[src/rtl/core/sdf_pkg.sv]
// ----------------------------------------------------------------------------
// sdf_pkg
// Shared widths, codes and types of the stream duplicate filter.
// ----------------------------------------------------------------------------
package sdf_pkg;

  // One stored entry: valid bit over a 32-bit value
  localparam int unsigned VALUE_W     = 32;
  localparam int unsigned ENTRY_W     = VALUE_W + 1;

  // Distinct count, saturating
  localparam int unsigned COUNT_W     = 11;
  localparam logic [COUNT_W-1:0] COUNT_MAX = 11'd2047;

  // Stream widths
  localparam int unsigned IN_TDATA_W  = 32;
  localparam int unsigned OUT_TDATA_W = 48;
  localparam int unsigned OUT_TUSER_W = 2;

  // Outcome of a bucket row lookup
  typedef struct packed {
    logic found;     // value already held in the row
    logic has_free;  // row has at least one invalid slot
  } match_t;

  // Sequencer states
  typedef enum logic [3:0] {
    S_CLEAR  = 4'b0001,
    S_IDLE   = 4'b0010,
    S_HASH   = 4'b0100,
    S_UPDATE = 4'b1000
  } state_t;

endpackage

[src/rtl/core/sdf_bucket_mod.sv]
// ----------------------------------------------------------------------------
// sdf_bucket_mod
// Bucket index unit: value mod BUCKETS. A mask for a power-of-two bucket
// count, otherwise a multiplication by the rounded-up reciprocal of the
// bucket count, a back-multiplication and a subtraction, each registered.
// ----------------------------------------------------------------------------
module sdf_bucket_mod #(
  parameter int unsigned BUCKETS = 256,
  localparam int unsigned IDX_W  = (BUCKETS > 1) ? $clog2(BUCKETS) : 1
) (
  input  logic             clk,
  input  logic             rst,
  input  logic             start,
  input  logic [31:0]      value,
  output logic             done,
  output logic [IDX_W-1:0] bucket
);
  import sdf_pkg::*;

  localparam bit POW2 = ((BUCKETS & (BUCKETS - 1)) == 0);

  generate
    if (POW2) begin : g_mask
      // Take the low bits, registered
      always_ff @(posedge clk) begin
        if (rst) begin
          done <= 1'b0;
        end else begin
          done <= start;
        end
      end

      always_ff @(posedge clk) begin
        if (start) begin
          bucket <= IDX_W'(value & 32'(BUCKETS - 1));
        end
      end
    end else begin : g_recip
      // Reciprocal rounded up and scaled by 2^(32+IDX_W); exact for 32-bit values
      localparam int unsigned SHIFT = 32 + IDX_W;
      localparam logic [63:0] RECIP_FULL =
        ((64'd1 << SHIFT) + 64'(BUCKETS) - 64'd1) / 64'(BUCKETS);
      localparam logic [32:0] RECIP = RECIP_FULL[32:0];

      logic [31:0] value_q;
      logic [64:0] product;
      logic [31:0] quot_mul;
      logic [1:0]  stage;

      // Advance the stage valid bits
      always_ff @(posedge clk) begin
        if (rst) begin
          stage <= '0;
          done  <= 1'b0;
        end else begin
          stage <= {stage[0], start};
          done  <= stage[1];
        end
      end

      // Estimate the quotient, multiply it back, keep the remainder
      always_ff @(posedge clk) begin
        if (start) begin
          value_q <= value;
          product <= {33'd0, value} * {32'd0, RECIP};
        end
        if (stage[0]) begin
          quot_mul <= 32'(product >> SHIFT) * 32'(BUCKETS);
        end
        if (stage[1]) begin
          bucket <= IDX_W'(value_q - quot_mul);
        end
      end
    end
  endgenerate

endmodule

[config.mk]
export PLATFORM = sky130hd
export DESIGN_NAME = sdf_bucket_mod
export DESIGN_NICKNAME = d
export VERILOG_FILES = /design/src/rtl/core/sdf_pkg.sv /design/src/rtl/core/sdf_bucket_mod.sv
export SDC_FILE = /design/constraint.sdc
export NUM_CORES = 1
export LEC_CHECK = 0
export ABC_AREA = 0
export BUFFER_PORTS_ARGS = -buffer_cell sky130_fd_sc_hd__buf_2
export CORE_AREA = 2 2 39 41
export DETAILED_ROUTE_END_ITERATION = 12
export DIE_AREA = 0 0 41 43
export RECOVER_POWER = 100
export SETUP_SLACK_MARGIN = 0.2
export SLEW_MARGIN = 25
export SYNTH_ARGS = -nofsm -noshare
export SYNTH_HDL_FRONTEND = slang
export SYNTH_SLANG_ARGS = --single-unit
[constraint.sdc]
create_clock -name clk -period 0.8 [get_ports clk]
set_input_delay 0.04 -clock clk [delete_from_list [all_inputs] [get_ports clk]]
set_output_delay 0.04 -clock clk [all_outputs]
set_load 0.01 [all_outputs]
Word-level counts from Yosys, hierarchy flattened:

Cells that the tools add are included.

* register bits: 9
* input bits: 35
* output and inout bits: 9

Logic depth before layout (Yosys ltp):

Gate-level depths: netlist (run 1).

* depth after elaboration: 0
* gate-level depth with buffers: 1
* mapped depth without buffers: 1

Worst setup path before layout (run 1):

Ideal clock, no wire load.

* path kind: register to output
* start point: register bucket[0]
* end point: output bucket[0]
* arrival: 394 ps
* path slack: 366 ps
* cell stages (with the launch flop): 1
* cell sequence: edfxtp_1

RTL lines
* start, declared: RTL line sdf_bucket_mod.sv:16 `output logic [IDX_W-1:0] bucket`
* start signal, assigned: RTL line sdf_bucket_mod.sv:35 `bucket <= IDX_W'(value & 32'(BUCKETS - 1));`

No word-level cell between the ends.

Worst setup path after layout (run 1):

* start point: register bucket[2]
* end point: output bucket[2]

No word-level cell between the ends.

==> results of run 1 <==
==> layout by cell type (no fill, tap or decap) <==
cell type       instances
buf_2                  16
clkbuf_1                4
clkbuf_4                3
dfxtp_1                 1
dlymetal6s4s_1          1
edfxtp_1                8
nor2b_4                 1
==> report_power, final <==
group	total, uW	leakage (uW)	internal [uW]	switching [uW]
registers	559	0.0000866	551	7.83
logic	91.2	0.0000868	45.0	46.1
clock network	333	0.0000150	191	141
==> flip-flops by register name (all words and copies together) (netlist names) <==
signal	cells
bucket	8
done	1
==> final timing paths <==
path	startpoint	to	slack [ps]	depth (start not counted)
max	bucket[2]$_DFFE_PP_	bucket[2]	-7	1
min	value[7]	bucket[7]$_DFFE_PP_	-40	1
==> cell families after synthesis <==
kind of cell / after synthesis / share of synthesized area (%)
flops: 9 / 95.0
simple gates: 1 / 5.02
==> timing repair <==
item,in CTS,in global routing
endpoints found under the hold margin,9,8
endpoints found under the setup margin,9,10
pin swaps,0,0
gates resized for setup,0,1
==> area by class of cell <==
class	instances	area share [%]
repair buffers	20	24.5
well taps	16	4.72
multi-input cells	1	3.24
clock buffers	4	6.19
flip-flops and latches	9	61.4
==> per-layer routing <==
metal	global-route usage, %	up-vias
met2	9.38	20
met3	4.19	0
met5	0	-
met1	9.03	81
li1	-	86
met4	6.00	0
==> through the flow <==
step                util, %  hold WS (ps)  area [um2]
finish                 30.7         -39.3         424
global route           30.7         -49.2         424
CTS                    30.7         -48.6         425
floorplan                 -           104         274
global placement       28.1           219         389
detailed placement     28.1           218         389
==> results.md, run 1 <==
- Crit path DAT: 770 ps
- Core ar.: 1380 um2
- Critical path required time: 760 ps
- PD cells: 2320 nW/um2
- Hold WS: -39.3 ps
- Clock Pin Slew Worst Setup and Hold Paths: 60 ps
- Site Rows: 14
- Max IR drop VDD: 0.738 mV
- Synth top cells by count: edfxtp_1, dfxtp_1, nor2b_4
- Status: finished with violations
- Area Growth Syn to Fin: 54.8%
- Placement Setup Slack: 234 ps
- Area occupied by registers: 260 um2
- Highest metal used: met3
- Most common cell in the netlist: edfxtp_1
- Failing checks: hold timing, setup timing
- CP max-delay cell: edfxtp_1
- Crit-path max cell delay: 370 ps
- Met3 wire length: 100 um
- Max-cap viol count: 0
- Total GRT Usage: 7.52%
- Share of layout cells above drive strength 1: 58.8%
- # diodes: 0
- Total CTS buffers: 3
- Synth Warn #: 0
- Post-Syn Instances: 10
- Routed met2 length: 195 um
- WS Path Type: reg -> out
- Hold Path Class: in -> reg
- Final min period: 807 ps
- CP top delay family: flip-flops
- Synth Area per Inst: 27.4 um2
- CTS H-tree lvls: 1
- Total Nets Final: 70
- Post-Place Cells: 45
- Vias per cell: 3.74
- Worst Path Buf+Inv: 1
- M1 WL: 236 um
- Worst-path cell chain: buf_2
- Routed len/inst: 10.6 um
- Final worst path period share: 101%
- Initial DRC Count: 1
- Die Wd: 41 um
- Routed via count: 187
- # fillers: 151
- Yosys reg bits: 9
- Top cells by area, synth: edfxtp_1, dfxtp_1, nor2b_4
- CTS tree: yes
- Sink Count: 9
- Syn nets: 45
- Vias in the first global route: 219
- Final WS setup: -7.44 ps
- Post-synthesis sequential area ratio: 95.0%
- RSZ-0062 raised after global routing: yes
- Mapped Area: 274 um2
- Post-synth ARST share: 0%
- Final Non-Filler Cells: 50
- Total negative slack: -10.8 ps
- Clock buffer depth: 2
- Initial Util: 19.8%
- Initial antenna violation count: 0
- Post-CTS Hold Buffers: 1
- FMAX: 1240 MHz
- Most used DFF post-synth: edfxtp_1
- Top-area cell type share of the netlist area: 87.7%
- Max FO, Critical Path: 1
- First-pass GRT wire length: 834 um
- GRT overflow: 0
- Die extent in y: 43 um
- Routed Antenna Nets: 0
- Worst Setup End Kind: primary output
- Detail Placement HPWL: 426 um
- Final Slew Violations: 0
- P_leak: 0.000188 uW
- Total design power: 982 uW
- Area taken by multi-input logic gates: 13.8 um2
- Post-synth EDFFs: 8
- Largest net degree at the start of global routing: 10
- CP startpoint kind: register
- IO Port Bufs: 19
- Full die area: 1760 um2
- Drt pass-1 iters: 2
- Io pins: 44
- Drt total wl: 532 um
- Dominant cell type by area after synthesis: edfxtp_1
- GP Congestion: 0.638
- # Post-CTS Setup Buffers: 0
- Root Buffer: clkbuf_4
- Fin. Hold Viols: 8
- Netlist cell types: 3
- Final setup fails: 2
- Worst slew pin tran: 476 ps
- Max-slew headroom: 68.2%
- DR DRC count: 0
Power figures use the tool's default switching activity.
==> inputs of run 2 (changes only) <==
Clock period 0.8 ns to 1 ns, I/O delays scaled along.
==> results.md, run 2 (synthesized netlist as in run 1, its figures left out) <==
- Status: finished, final reports clean
- Max-slew headroom: 68.7%
- Worst Path Buf+Inv: 1
- Max IR drop VDD: 0.468 mV
- Total Nets Final: 78
- Die Wd: 41 um
- Worst Setup End Kind: primary output
- CP top delay family: flip-flops
- # diodes: 0
- GRT overflow: 0
- Vias per cell: 3.55
- Hold endpoint: bucket[7]$_DFFE_PP_
- Total GRT Usage: 7.81%
- Most frequent cells in the layout: clkbuf_1, dlygate4sd3_1, edfxtp_1, buf_2, clkbuf_4
- Top Registers: bucket x8, done x1
- CTS resizes: 0
- HP Start: start
- Crit path DAT: 770 ps
- Vias in the first global route: 230
- Fin. Hold Viols: 0
- First-pass GRT wire length: 876 um
- P_leak: 0.000191 uW
- Largest register by flop count: bucket
- DR DRC count: 0
- Final Cell Area: 492 um2
- Drt total wl: 599 um
- Final min period: 820 ps
- Clock Pin Slew Worst Setup and Hold Paths: 60 ps
- Critical path required time: 950 ps
- RSZ-0062 raised after global routing: yes
- CP max-delay cell: edfxtp_1
- PD cells: 1650 nW/um2
- Total CTS buffers: 3
- Core ar.: 1380 um2
- Total design power: 813 uW
- Full die area: 1760 um2
- FMAX: 1220 MHz
- IO Port Bufs: 19
- Hold Crit Depth: 1
- Largest net degree at the start of global routing: 10
- Crit-path max cell delay: 380 ps
- Final core occ: 35.5%
- Final worst path period share: 82.0%
- Routed len/inst: 10.3 um
- Final setup fails: 0
- Io pins: 44
- CTS H-tree lvls: 1
- Total negative slack: 0 ps
- Die extent in y: 43 um
- Routed Antenna Nets: 0
- Initial Util: 19.8%
- Detail Placement HPWL: 426 um
- Sink Count: 9
- Drt pass-1 iters: 1
- Max-cap viol count: 0
- Site Rows: 14
- # Post-CTS Setup Buffers: 0
- Clock buffer depth: 2
- Routed via count: 206
- Share of layout cells above drive strength 1: 28.6%
- Final Slew Violations: 0
- Initial DRC Count: 0
- Cell Area, Placed: 389 um2
- Max FFs per register: 8
- Most common cell after layout, fill and taps aside: clkbuf_1
- Area Growth Syn to Fin: 79.5%
- Hold Path Class: in -> reg
- Worst-path cell chain: clkbuf_1
- Initial antenna violation count: 0
- Max FO, Critical Path: 1
- WS Path Type: reg -> out
- Worst slew pin tran: 470 ps
- CTS tree: yes
- GP Congestion: 0.638
- Root Buffer: clkbuf_4
- CP startpoint kind: register
## run 2: how the worst max path moves through the flow
stage                              startpoint             endpoint  slack, ps  cells past startpoint
after global routing      bucket[4]$_DFFE_PP_            bucket[4]        140                      1
final                     bucket[2]$_DFFE_PP_            bucket[2]        180                      1
after global placement                  start  bucket[0]$_DFFE_PP_        440                      1
after floorplan           bucket[0]$_DFFE_PP_            bucket[0]        560                      0
after CTS                 bucket[2]$_DFFE_PP_            bucket[2]        160                      1
after detailed placement                start  bucket[6]$_DFFE_PP_        420                      1
## run 2: final cells by class
type / count / area (um2)
repair buffers: 28 / 171
flip-flops and latches: 9 / 260
multi-input cells: 1 / 13.8
fillers: 150 / 892
clock buffers: 4 / 26.3
well taps: 16 / 20.0
## run 2: metrics by stage
| stage | hold slack (ps) | cells | worst slack, ps |
|---|---|---|---|
| finish | 243 | 58 | 180 |
| floorplan | 114 | 10 | 556 |
| global placement | 229 | 45 | 439 |
| detailed placement | 228 | 45 | 424 |
| CTS | 142 | 58 | 161 |
| global route | 267 | 58 | 140 |
## run 2: what timing repair did
item | CTS | global route
setup endpoints to repair | 8 | 8
hold buffers | 9 | 0
endpoints found under the hold margin | 9 | 0
## run 2: metal layers
| metal | track usage [%] | vias up | share of wire [%] |
|---|---|---|---|
| met3 | 3.66 | 0 | 16 |
| met2 | 11.3 | 20 | 38 |
| li1 | - | 101 | - |
| met5 | 0 | - | 0 |
| met4 | 6.00 | 0 | 0 |
| met1 | 8.31 | 85 | 46 |
## run 2: where the power goes
part | internal, uW | leakage [uW] | total [uW] | switching, uW
clock network | 153 | 0.0000150 | 276 | 122
registers | 441 | 0.0000866 | 448 | 7.46
logic | 48.7 | 0.0000893 | 89.2 | 40.6
