**src/rtl/core/sdf_pkg.sv**
```systemverilog
// ----------------------------------------------------------------------------
// sdf_pkg
// Shared widths, codes and types of the stream duplicate filter.
// ----------------------------------------------------------------------------
package sdf_pkg;

  // One stored entry: valid bit over a 32-bit value
  localparam int unsigned VALUE_W     = 32;
  localparam int unsigned ENTRY_W     = VALUE_W + 1;

  // Distinct count, saturating
  localparam int unsigned COUNT_W     = 11;
  localparam logic [COUNT_W-1:0] COUNT_MAX = 11'd2047;

  // Stream widths
  localparam int unsigned IN_TDATA_W  = 32;
  localparam int unsigned OUT_TDATA_W = 48;
  localparam int unsigned OUT_TUSER_W = 2;

  // Outcome of a bucket row lookup
  typedef struct packed {
    logic found;     // value already held in the row
    logic has_free;  // row has at least one invalid slot
  } match_t;

  // Sequencer states
  typedef enum logic [3:0] {
    S_CLEAR  = 4'b0001,
    S_IDLE   = 4'b0010,
    S_HASH   = 4'b0100,
    S_UPDATE = 4'b1000
  } state_t;

endpackage

```
**src/rtl/core/sdf_row_match.sv**
```systemverilog
// ----------------------------------------------------------------------------
// sdf_row_match
// Compare a value against every slot of a bucket row and build the row
// with the value placed in the lowest free slot.
// ----------------------------------------------------------------------------
module sdf_row_match #(
  parameter int unsigned SLOTS  = 4,
  localparam int unsigned ROW_W = SLOTS * sdf_pkg::ENTRY_W
) (
  input  logic [ROW_W-1:0]          row,
  input  logic [sdf_pkg::VALUE_W-1:0] value,
  output sdf_pkg::match_t           match,
  output logic [ROW_W-1:0]          row_next
);
  import sdf_pkg::*;

  always_comb begin
    logic [ENTRY_W-1:0] slot;
    logic found;
    logic has_free;
    found    = 1'b0;
    has_free = 1'b0;
    row_next = row;
    for (int s = 0; s < SLOTS; s++) begin
      slot = row[s*ENTRY_W +: ENTRY_W];
      if (slot[ENTRY_W-1]) begin
        // Hit on a valid entry
        if (slot[VALUE_W-1:0] == value) begin
          found = 1'b1;
        end
      end else if (!has_free) begin
        // Claim the lowest free slot
        has_free = 1'b1;
        row_next[s*ENTRY_W +: ENTRY_W] = {1'b1, value};
      end
    end
    match.found    = found;
    match.has_free = has_free;
  end

endmodule

```
**config.mk**
```make
export PLATFORM = sky130hd
export DESIGN_NAME = sdf_row_match
export DESIGN_NICKNAME = d
export VERILOG_FILES = /design/src/rtl/core/sdf_pkg.sv /design/src/rtl/core/sdf_row_match.sv
export SDC_FILE = /design/constraint.sdc
export NUM_CORES = 1
export LEC_CHECK = 0
export BUFFER_PORTS_ARGS = -buffer_cell sky130_fd_sc_hd__buf_2
export CAP_MARGIN = 20
export CORE_AREA = 2 2 116 118
export DETAILED_ROUTE_END_ITERATION = 6
export DIE_AREA = 0 0 118 120
export SYNTH_ARGS = -nofsm -noshare
export SYNTH_HDL_FRONTEND = slang
export SYNTH_SLANG_ARGS = --single-unit
```
**constraint.sdc**
```tcl
create_clock -name vclk -period 3.62
set_clock_uncertainty 0.1 [all_clocks]
set_input_delay 0.362 -clock vclk [all_inputs]
set_output_delay 0.362 -clock vclk [all_outputs]
set_load 0.01 [all_outputs]
```
### Word level (Yosys, flattened, before mapping)

Index checks and enable logic that the tools add are counted.

* register bits: 0
* input bits: 164
* output and inout port bits: 134
* logic and storage cells: 23

* eq/ne operators: 4
* muxes and demuxes: 19

Operators with widths (count)
* 2-to-1 mux 33 bit: 6
* equality test 32 bit: 4
* 2-to-1 mux 32 bit: 1
* 2-to-1 mux 1 bit: 12

### Logic depth before layout (Yosys ltp)

Gate-level depths: netlist (run 1).

* word-level depth: 9
* mapped depth: 6
* depth with buffers taken out: 5

### Worst setup path before layout (run 1)

No wires, ideal clock.

* kind: input port to output port
* start: input port value[11] in the netlist's numbering
* end: output port match[1] in the netlist's numbering
* arrival: 1.406 ns
* required time: 3.158 ns
* setup slack: 1.752 ns
* stages: 6
* path buffers: 1
* cells stage by stage: buf_4 -> xor2_1 -> nor4_1 -> nand4_1 -> nor3_1 -> or4_1

RTL lines
* start: declaration: line sdf_row_match.sv:11 `input logic [sdf_pkg::VALUE_W-1:0] value,`
* end: declaration: line sdf_row_match.sv:12 `output sdf_pkg::match_t match,`

==> results of run 1 <==
-- worst max-delay path, stage by stage --
cell and delay, ps:
sky130_fd_sc_hd__buf_2 180, sky130_fd_sc_hd__xor2_1 170, sky130_fd_sc_hd__nor4_1 610, sky130_fd_sc_hd__nand4_1 250, sky130_fd_sc_hd__nor3_1 310, sky130_fd_sc_hd__or4_1 170, sky130_fd_sc_hd__buf_2 130
-- where the power goes --
group	internal, W	total (W)	switching, W
Sequential	0	0	0
Combinational	0.000310	0.000654	0.000343
Clock	0	0	0
-- cells by family after synthesis --
group                  after synthesis
buffers and inverters               48
AO/OA/AOI/OAI                        1
XOR/XNOR                           128
multiplexers                       128
AND/OR/NAND/NOR                     56
other                                1
-- cell type report --
class	count	area share, %
tap	176	4.60
multi-input combinational	314	63.2
timing repair buffer	303	32.2
-- metal layers --
| metal | GRT usage [%] | vias to the layer above | share of wire, % |
|---|---|---|---|
| li1 | - | 1773 | - |
| met1 | 25.9 | 1793 | 43 |
| met2 | 39.8 | 188 | 51 |
| met3 | 2.47 | 6 | 5.7 |
| met4 | 2.26 | 0 | 0.85 |
| met5 | 0 | - | 0 |
-- worst max-delay path by stage --
stage,from,end,slack (ps)
floorplan,value[11],match[1],1750
global placement,value[29],match[1],870
detailed placement,value[29],match[1],890
CTS,value[29],match[1],890
global route,value[12],match[1],800
finish,value[12],match[1],970
-- per-stage QoR --
step / util [%] / setup WS (ps) / std cells
3_5_place_dp: 36.9 / 889 / 793
5_1_grt: 36.9 / 804 / 793
4_1_cts: 36.9 / 888 / 793
6_report: 36.9 / 968 / 793
3_3_place_gp: 36.9 / 868 / 793
2_1_floorplan: - / 1750 / 362
-- cells in the mapped netlist (2+ instances only) --
cell type,n,area (µm²)
sky130_fd_sc_hd__mux2_4,30,450
sky130_fd_sc_hd__nor3_1,8,40.0
sky130_fd_sc_hd__mux2_2,96,1080
sky130_fd_sc_hd__buf_6,4,45.0
sky130_fd_sc_hd__xnor2_1,4,35.0
sky130_fd_sc_hd__xor2_1,124,1090
sky130_fd_sc_hd__buf_2,10,50.1
sky130_fd_sc_hd__nand4_1,5,31.3
sky130_fd_sc_hd__nor4_1,28,175
sky130_fd_sc_hd__nand3_1,9,45.0
sky130_fd_sc_hd__buf_4,33,248
sky130_fd_sc_hd__mux2_1,2,22.5
==> impl_metrics.sql, run 1 <==
INSERT INTO impl_metrics (metric_group, metric, value, unit) VALUES
('run_status', 'status', 'completed', ''),
('cells_and_area', 'fillerInstances', '1387', ''),
('floorplanning', 'floorplan.io_pins', '298', ''),
('synth', 'synth_fp_nets', '526', ''),
('cells_and_area', 'leading_cell_types_in_the_layout_fill_and_taps_excluded', 'sky130_fd_sc_hd__buf_2 (297), sky130_fd_sc_hd__xor2_1 (124), sky130_fd_sc_hd__mux2_2 (96)', ''),
('grt', 'number_of_antenna_violations_at_the_first_check_in_global_routing', '0', ''),
('timing', 'tns', '0', 'ps'),
('grt', 'grt_overflow', '0', ''),
('flow_run', 'timing.max_cap.violations', '0', ''),
('synth', 'synth_seq_area_share', '0', '%'),
('power', 'final_total_power', '0.000654', 'W'),
('cells_and_area', 'numnets_final', '783', ''),
('synth', 'synth_fa_ha_area_share', '0', '%'),
('cells_and_area', 'most_common_cell_after_layout_fill_and_taps_aside', 'sky130_fd_sc_hd__buf_2', ''),
('min_path', 'hold_path_end', 'row_next[37]', ''),
('cells_and_area', 'count_of_antenna_diodes_in_the_layout', '0', ''),
('floorplanning', 'core_area', '13000', 'µm²'),
('timing', 'layout_worst_path_cycle_share', '73.3', '%'),
('cells_and_area', 'final_area', '4790', 'µm²'),
('synth', 'dominant_combinational_cell_family_by_area_after_synthesis', 'multiplexers', ''),
('timing', 'final_period_minus_worst_setup_slack', '2650', 'ps'),
('worst_setup_path', 'crit_path_max_fanout', '8', ''),
('floorplanning', 'dieArea', '14200', 'µm²'),
('detailed_routing', 'drt_drc_violations_left', '0', ''),
('worst_setup_path', 'worstPathRequired', '3160', 'ps'),
('placement', 'gpl_congestion', '0.838', ''),
('detailed_routing', 'drt-total-wl', '16.1', 'mm'),
('clocking', 'cts_resized', '0', ''),
('cells_and_area', 'syn2layout_area_growth', '42.4', '%'),
('placement', 'io_buffer_count', '297', ''),
('synth', 'synth-compound-area-share', '0.223', '%'),
('worst_setup_path', 'end_kind', 'primary output', ''),
('grt', 'grt_first_pass_wirelength', '22.6', 'mm'),
('floorplanning', 'start_util', '25.9', '%'),
('min_path', 'min-delay-start', 'row[37]', ''),
('timing', 'rsz_0062_raised_after_global_routing', 'no', ''),
('min_path', 'min-delay-path-class', 'input pin to primary output', ''),
('placement', 'dp.final_hpwl', '13.8', 'mm'),
('grt', 'grt_start_max_net_pins', '27', ''),
('timing', 'slew_headroom', '56.0', '%'),
('timing', 'worst_slew_pin_slew', '653', 'ps'),
('cells_and_area', 'final_layout_size_suffix_gt1_share', '70.0', '%'),
('timing', 'hold_violations', '0', ''),
('timing', 'finalSetupViolations', '0', ''),
('synth', 'post_synth_and_or_nand_nor_area_fraction', '9.85', '%'),
('grt', 'number_of_global_route_vias_before_repair', '3684', ''),
('cells_and_area', 'multi_input_comb_area', '3030', 'µm²'),
('cells_and_area', 'area.sequential', '0', 'µm²'),
('min_path', 'holdPathStages', '3', ''),
('clocking', 'cts_setup_buffers', '0', ''),
('synth', 'synth_cells', '362', ''),
('power', 'total_leakage_power', '2.46', 'nW'),
('synth', 'mappedNetlistArea', '3360', 'µm²'),
('floorplanning', 'dieHeight', '120', 'µm'),
('cells_and_area', 'n_clock_buffer', '0', ''),
('synth', 'synth_mux_area_share', '46.2', '%'),
('cells_and_area', 'flops_and_latches', '0', ''),
('power', 'cellPowerDensity', '136', 'nW/µm²'),
('timing', 'max_freq', '0.377', 'GHz'),
('detailed_routing', 'drt_pre_antenna_iters', '4', ''),
('synth', 'synthesis.yosys.warnings', '0', ''),
('detailed_routing', 'route.antenna.remaining_nets', '0', ''),
('worst_setup_path', 'critPathArrivalTime', '2190', 'ps'),
('timing', 'final.hold.worst_slack', '947', 'ps'),
('worst_setup_path', 'crit_path_start_kind', 'input pin', ''),
('worst_setup_path', 'crit_type', 'input pin to primary output', ''),
('floorplanning', 'die_width', '118', 'µm'),
('detailed_routing', 'vias_per_cell', '4.74', ''),
('detailed_routing', 'routed-via-count', '3760', ''),
('clocking', 'ctsHoldBuffers', '0', ''),
('synth', 'synth_cell_types', '21', ''),
('floorplanning', 'floorplan.rows', '42', ''),
('placement', 'place_area', '4790', 'µm²'),
('detailed_routing', 'initialDrtViolationCount', '137', ''),
('detailed_routing', 'wl_per_cell', '20.3', 'µm'),
('grt', 'gr-usage-all-layers', '20.9', '%'),
('power', 'ir_worst_vdd', '54.6', 'µV'),
('timing', 'drv_slew', '0', ''),
('synth', 'synth_xor_xnor_area_share', '33.3', '%'),
('synth', 'syn_area_cell', '9.29', 'µm²');
Note: power is estimated with default switching activity, not from simulation.
==> inputs of run 2 (changes only) <==
--- a/config.mk
+++ b/config.mk
@@ -5,11 +5,12 @@
 export SDC_FILE = /design/constraint.sdc
 export NUM_CORES = 1
 export LEC_CHECK = 0
+export ABC_AREA = 1
 export BUFFER_PORTS_ARGS = -buffer_cell sky130_fd_sc_hd__buf_2
 export CAP_MARGIN = 20
-export CORE_AREA = 2 2 116 118
+export CORE_AREA = 2 2 115 117
 export DETAILED_ROUTE_END_ITERATION = 6
-export DIE_AREA = 0 0 118 120
+export DIE_AREA = 0 0 117 119
 export SYNTH_ARGS = -nofsm -noshare
 export SYNTH_HDL_FRONTEND = slang
 export SYNTH_SLANG_ARGS = --single-unit
==> constraint.sdc (replaced) <==
create_clock -name vclk -period 2.3
set_clock_uncertainty 0.1 [all_clocks]
set_input_delay 0.23 -clock vclk [all_inputs]
set_output_delay 0.23 -clock vclk [all_outputs]
set_load 0.01 [all_outputs]
==> run 2 against run 1 <==
Sequential share of layout area unchanged. Critical path depth up 3. Global-route usage up 5.9 points. Largest cell class unchanged. Die area down 1.7%. Critical endpoint unchanged. First-iteration DRC count rose to 2.9 times the previous value. Synthesized cell count up 110%.
==> impl_metrics.sql, run 2 <==
INSERT INTO impl_metrics (metric_group, metric, value, unit) VALUES
('synth', 'synth_seq_area_share', '0', '%'),
('synth', 'dominant_combinational_cell_family_by_area_after_synthesis', 'simple AND/OR/NAND/NOR gates', ''),
('synth', 'synth-compound-area-share', '25.2', '%'),
('timing', 'drv_slew', '0', ''),
('placement', 'dp.final_hpwl', '17.1', 'mm'),
('worst_setup_path', 'end_kind', 'primary output', ''),
('flow_run', 'timing.max_cap.violations', '0', ''),
('timing', 'rsz_0062_raised_after_global_routing', 'no', ''),
('cells_and_area', 'n_clock_buffer', '0', ''),
('synth', 'synth_xor_xnor_area_share', '11.2', '%'),
('floorplanning', 'core_area', '12900', 'µm²'),
('floorplanning', 'floorplan.rows', '42', ''),
('synth', 'yosys-top-cells-count', 'sky130_fd_sc_hd__nand2_1 (336), sky130_fd_sc_hd__o21ai_0 (146), sky130_fd_sc_hd__inv_1 (78)', ''),
('cells_and_area', 'area.sequential', '0', 'µm²'),
('detailed_routing', 'drt_pre_antenna_iters', '5', ''),
('timing', 'tns', '0', 'ps'),
('grt', 'grt_first_pass_wirelength', '28.6', 'mm'),
('cells_and_area', 'numnets_final', '1195', ''),
('floorplanning', 'die_width', '117', 'µm'),
('cells_and_area', 'leading_cell_types_in_the_layout_fill_and_taps_excluded', 'sky130_fd_sc_hd__nand2_1 (336), sky130_fd_sc_hd__buf_2 (297), sky130_fd_sc_hd__o21ai_0 (146)', ''),
('timing', 'finalSetupViolations', '0', ''),
('detailed_routing', 'wl_per_cell', '16.5', 'µm'),
('synth', 'synth_mux_area_share', '0', '%'),
('cells_and_area', 'final_layout_size_suffix_gt1_share', '31.1', '%'),
('clocking', 'cts_resized', '0', ''),
('detailed_routing', 'initialDrtViolationCount', '402', ''),
('synth', 'post_synth_and_or_nand_nor_area_fraction', '48.9', '%'),
('placement', 'io_buffer_count', '297', ''),
('detailed_routing', 'routed-via-count', '5644', ''),
('clocking', 'cts_setup_buffers', '0', ''),
('detailed_routing', 'vias_per_cell', '4.68', ''),
('synth', 'synth_area_leaders', 'sky130_fd_sc_hd__nand2_1 (38%), sky130_fd_sc_hd__o21ai_0 (22%), sky130_fd_sc_hd__inv_1 (8.7%), sky130_fd_sc_hd__nor2_1 (7.0%), sky130_fd_sc_hd__xor2_1 (6.3%)', ''),
('timing', 'hold_violations', '0', ''),
('synth', 'synth_cell_types', '23', ''),
('floorplanning', 'dieHeight', '119', 'µm'),
('worst_setup_path', 'crit_path_start_kind', 'input pin', ''),
('worst_setup_path', 'crit_type', 'input pin to primary output', ''),
('synth', 'mappedNetlistArea', '3360', 'µm²'),
('synth', 'synthesis.yosys.warnings', '0', ''),
('cells_and_area', 'most_common_cell_after_layout_fill_and_taps_aside', 'sky130_fd_sc_hd__nand2_1', ''),
('synth', 'proportion_of_netlist_area_held_by_the_largest_area_contributor', '37.6', '%'),
('worst_setup_path', 'worstPathRequired', '1970', 'ps'),
('detailed_routing', 'drt-total-wl', '19.9', 'mm'),
('grt', 'number_of_global_route_vias_before_repair', '5079', ''),
('grt', 'gr-usage-all-layers', '26.8', '%'),
('synth', 'netlist.top_cell.by_area', 'sky130_fd_sc_hd__nand2_1', ''),
('synth', 'synth_cells', '754', ''),
('timing', 'max_freq', '0.481', 'GHz'),
('clocking', 'ctsHoldBuffers', '0', ''),
('floorplanning', 'dieArea', '13900', 'µm²'),
('cells_and_area', 'flops_and_latches', '0', ''),
('timing', 'final_period_minus_worst_setup_slack', '2080', 'ps'),
('synth', 'synth_fa_ha_area_share', '0', '%'),
('floorplanning', 'floorplan.io_pins', '298', ''),
('grt', 'number_of_antenna_violations_at_the_first_check_in_global_routing', '1', ''),
('min_path', 'min-delay-path-class', 'input pin to primary output', ''),
('cells_and_area', 'syn2layout_area_growth', '49.0', '%'),
('run_status', 'status', 'completed', ''),
('grt', 'grt_overflow', '0', ''),
('synth', 'syn_area_cell', '4.45', 'µm²'),
('placement', 'gpl_congestion', '0.901', ''),
('synth', 'synth_fp_nets', '918', ''),
('timing', 'layout_worst_path_cycle_share', '90.3', '%'),
('grt', 'grt_start_max_net_pins', '39', ''),
('worst_setup_path', 'critPathArrivalTime', '1750', 'ps'),
('detailed_routing', 'drt_drc_violations_left', '0', ''),
('floorplanning', 'start_util', '26.1', '%'),
('synth', 'synthMostInstantiatedCell', 'sky130_fd_sc_hd__nand2_1', ''),
('detailed_routing', 'route.antenna.remaining_nets', '0', ''),
('worst_setup_path', 'crit_path_max_fanout', '16', '');
run 2: cell count changes in the layout (fill, tap and decap cells not counted), sizes merged, moves of 28 or more:
cell   previous run  this run
mux2            128         0
inv               0        89
xor2            124        24
nor4             28         0
nor2              0        64
nand2             0       338
o21ai             0       164
run 2: final cells by class:
cell class         count  area (µm²)
multi-input cells    636        2870
well taps            176         220
inverters             89         334
repair buffers       304        1580
fillers             1534        7870
diodes                 1        2.50
run 2: worst max-delay path, cell delays in order:
cell and delay, ps:
sky130_fd_sc_hd__buf_2 310, sky130_fd_sc_hd__inv_1 150, sky130_fd_sc_hd__a21oi_1 290, sky130_fd_sc_hd__nand2_1 90, sky130_fd_sc_hd__nor2_1 110, sky130_fd_sc_hd__nand3_1 120, sky130_fd_sc_hd__nor2_1 130, sky130_fd_sc_hd__nor2_1 50
sky130_fd_sc_hd__nand2_1 100, sky130_fd_sc_hd__buf_2 150
run 2: path summary, 6_finish.rpt:
| path | startpoint | cells after the start | end |
|---|---|---|---|
| setup / recovery | row[32] | 10 | match[1] |
| hold / removal | row[131] | 3 | match[0] |
run 2: kinds of logic (layout without fill, tap and decap cells):
family,after synthesis,after routing
XOR/XNOR,43,43
buffers and inverters,118,393
AND/OR/NAND/NOR,424,424
AO/OA/AOI/OAI,168,168
other,1,2
run 2: per-layer routing:
metal | wire (µm) | track usage [%]
met5 | 0 | 0
met4 | 225 | 2.94
met3 | 1440 | 3.16
met2 | 9850 | 49.5
met1 | 8400 | 34.0
run 2: metrics by stage:
| step | utilization (%) | cells | worst slack, ps | hold slack (ps) | cell area, µm² |
|---|---|---|---|---|---|
| finish | 38.9 | 1206 | 223 | 649 | 5000 |
| floorplan | - | 754 | 945 | 431 | 3360 |
| global placement | 38.8 | 1205 | 114 | 662 | 5000 |
| CTS | 38.8 | 1205 | 153 | 649 | 5000 |
| global route | 38.8 | 1205 | 61.8 | 675 | 5000 |
| detailed placement | 38.8 | 1205 | 157 | 649 | 5000 |
==> inputs of run 3 (changes only) <==
--- a/config.mk
+++ b/config.mk
@@ -11,6 +11,7 @@
 export CORE_AREA = 2 2 115 117
 export DETAILED_ROUTE_END_ITERATION = 6
 export DIE_AREA = 0 0 117 119
+export SLEW_MARGIN = 0
 export SYNTH_ARGS = -nofsm -noshare
 export SYNTH_HDL_FRONTEND = slang
 export SYNTH_SLANG_ARGS = --single-unit
==> constraint.sdc (replaced) <==
create_clock -name vclk -period 2.3
set_clock_uncertainty 0.1 [all_clocks]
set_input_delay 0.46 -clock vclk [all_inputs]
set_output_delay 0.46 -clock vclk [all_outputs]
set_load 0.01 [all_outputs]
==> run 3 against run 2 <==
Critical path depth down 2. Sequential cell count unchanged. Core utilization up 3.9 points. Critical path type unchanged. Clock-buffer cell count unchanged. The flow now finishes with violations (setup timing). Worst hold slack better by 460 ps.
==> impl_metrics.sql, run 3 (synthesis results as in run 2) <==
INSERT INTO impl_metrics (metric_group, metric, value, unit) VALUES
('floorplanning', 'core_area', '12900', 'µm²'),
('run_status', 'failing_checks', 'setup timing', ''),
('power', 'cellPowerDensity', '214', 'nW/µm²'),
('timing', 'drv_slew', '0', ''),
('power', 'share_of_total_power_in_sequential_cells', '0', '%'),
('power', 'final_total_power', '0.00118', 'W'),
('cells_and_area', 'numnets_final', '1230', ''),
('worst_setup_path', 'crit_path_max_fanout', '7', ''),
('worst_setup_path', 'critPathArrivalTime', '1750', 'ps'),
('cells_and_area', 'fin_util', '42.8', '%'),
('min_path', 'min-delay-start', 'row[131]', ''),
('cells_and_area', 'count_of_antenna_diodes_in_the_layout', '0', ''),
('min_path', 'hold_path_end', 'match[0]', ''),
('detailed_routing', 'route.antenna.remaining_nets', '0', ''),
('clocking', 'ctsHoldBuffers', '0', ''),
('grt', 'gr-usage-all-layers', '27.0', '%'),
('power', 'netSwitchingPower', '0.000703', 'W'),
('timing', 'hold_violations', '0', ''),
('detailed_routing', 'wl_per_cell', '16.1', 'µm'),
('cells_and_area', 'final_area', '5510', 'µm²'),
('detailed_routing', 'drt-total-wl', '19.9', 'mm'),
('grt', 'number_of_antenna_violations_at_the_first_check_in_global_routing', '0', ''),
('grt', 'grt_start_max_net_pins', '43', ''),
('grt', 'grt_overflow', '0', ''),
('cells_and_area', 'flops_and_latches', '0', ''),
('floorplanning', 'floorplan.io_pins', '298', ''),
('placement', 'io_buffer_count', '297', ''),
('cells_and_area', 'n_clock_buffer', '0', ''),
('power', 'pwr-share-clk', '0', '%'),
('worst_setup_path', 'worstPathRequired', '1740', 'ps'),
('cells_and_area', 'area.sequential', '0', 'µm²'),
('worst_setup_path', 'end_kind', 'primary output', ''),
('placement', 'place_area', '5170', 'µm²'),
('floorplanning', 'dieHeight', '119', 'µm'),
('detailed_routing', 'drt_pre_antenna_iters', '5', ''),
('min_path', 'holdPathStages', '3', ''),
('detailed_routing', 'drt_drc_violations_left', '0', ''),
('grt', 'number_of_global_route_vias_before_repair', '5317', ''),
('floorplanning', 'die_width', '117', 'µm'),
('placement', 'gpl_congestion', '0.852', ''),
('timing', 'timing.final.ws_setup', '-13.2', 'ps'),
('cells_and_area', 'most_common_cell_after_layout_fill_and_taps_aside', 'sky130_fd_sc_hd__nand2_1', ''),
('cells_and_area', 'leading_cell_types_in_the_layout_fill_and_taps_excluded', 'sky130_fd_sc_hd__nand2_1 (326), sky130_fd_sc_hd__buf_2 (287), sky130_fd_sc_hd__o21ai_0 (141)', ''),
('worst_setup_path', 'crit_path_start_kind', 'input pin', ''),
('power', 'netSwitchingFraction', '59.7', '%'),
('timing', 'rsz_0062_raised_after_global_routing', 'yes', ''),
('worst_setup_path', 'crit_type', 'input pin to primary output', ''),
('flow_run', 'timing.max_cap.violations', '0', ''),
('worst_setup_path', 'critical_path.slowest_cell', 'sky130_fd_sc_hd__xor2_1', ''),
('power', 'comb_power_share', '100.0', '%'),
('cells_and_area', 'final_layout_size_suffix_gt1_share', '38.0', '%'),
('floorplanning', 'start_util', '26.1', '%'),
('worst_setup_path', 'critical_path.cell_chain', 'buf_2 > xor2_1 > nor3_4 > nand3_2 > nor2_1 > nor2_1 > nand2_1 > buf_2', ''),
('timing', 'final_period_minus_worst_setup_slack', '2310', 'ps'),
('floorplanning', 'floorplan.rows', '42', ''),
('detailed_routing', 'vias_per_cell', '4.66', ''),
('detailed_routing', 'routed-via-count', '5776', ''),
('floorplanning', 'dieArea', '13900', 'µm²'),
('timing', 'finalSetupViolations', '1', ''),
('min_path', 'min-delay-path-class', 'input pin to primary output', ''),
('detailed_routing', 'initialDrtViolationCount', '323', ''),
('timing', 'max_freq', '0.432', 'GHz'),
('placement', 'dp.final_hpwl', '16.9', 'mm'),
('power', 'design_internal_power', '0.000475', 'W'),
('worst_setup_path', 'worst_path_largest_cell_delay', '440', 'ps'),
('cells_and_area', 'syn2layout_area_growth', '64.1', '%'),
('run_status', 'status', 'finished with violations', ''),
('power', 'ir_worst_vdd', '82.6', 'µV'),
('timing', 'layout_worst_path_cycle_share', '101', '%'),
('cells_and_area', 'fillerInstances', '1520', ''),
('grt', 'grt_first_pass_wirelength', '29.0', 'mm'),
('power', 'total_leakage_power', '3.29', 'nW');
[run 3: cell types whose count changed in the layout (fill, tap and decap cells not counted), moves of 8 or more]
cell	before	now
sky130_fd_sc_hd__buf_4	4	37
sky130_fd_sc_hd__nor2_1	63	48
sky130_fd_sc_hd__inv_1	78	62
sky130_fd_sc_hd__clkinvlp_4	0	8
sky130_fd_sc_hd__nand2_2	2	12
sky130_fd_sc_hd__buf_2	297	287
sky130_fd_sc_hd__nor2_2	1	15
sky130_fd_sc_hd__nand2_1	336	326
[run 3: final cells by class]
type | instances | area (µm²) | area share, %
multi-input cells | 636 | 2990 | 54.2
repair buffers | 337 | 1920 | 34.8
inverters | 89 | 377 | 6.83
repair inverters | 2 | 10.0 | 0.182
well taps | 176 | 220 | 4.00
[run 3: power by group through the flow]
stage | logic (W) | clock network, W | registers [W]
final | 0.00118 | 0 | 0
after CTS | 0.00114 | 0 | 0
after global routing | 0.00130 | 0 | 0
after global placement | 0.00110 | 0 | 0
after floorplan | 0.000530 | 0 | 0
after detailed placement | 0.00110 | 0 | 0
[run 3: per-stage QoR]
stage	worst slack (ps)	setup TNS (ps)	hold slack (ps)	std cells
after detailed placement	-313	-313	1110	1224
after floorplan	485	0	891	754
after global placement	-338	-338	1130	1224
final	-13.2	-13.2	1110	1240
after CTS	-1.85	-1.85	1110	1234
after global routing	-120	-120	1130	1240
[run 3: critical path, delay by kind of cell]
| family | cells | cell delay (ps) |
|---|---|---|
| simple gates | 5 | 470 |
| xor+xnor | 1 | 440 |
| buf+inv | 2 | 370 |
[run 3: metal layers]
layer	wire length (µm)	vias to the layer above	part of all wire [%]	global-route usage (%)
met5	0	-	0	0
met4	161	0	0.81	2.13
met3	1190	13	6.0	1.83
met2	9830	234	49	49.3
met1	8740	2565	44	35.6
li1	-	2964	-	-
[run 3: timing repair]
action | CTS | global route
pin swaps | 17 | 34
gates cloned | 2 | 0
setup endpoints to repair | 1 | 1
resized for setup | 34 | 45
buffers inserted | 8 | 6
[run 3: worst max-delay path by stage]
stage | cells past startpoint | start | to | slack (ps)
final | 8 | value[24] | match[1] | -10
after global placement | 11 | value[20] | match[1] | -340
after global routing | 10 | value[12] | match[1] | -120
after detailed placement | 11 | value[20] | match[1] | -310
after CTS | 11 | value[20] | match[1] | -2
after floorplan | 11 | value[0] | match[1] | 490
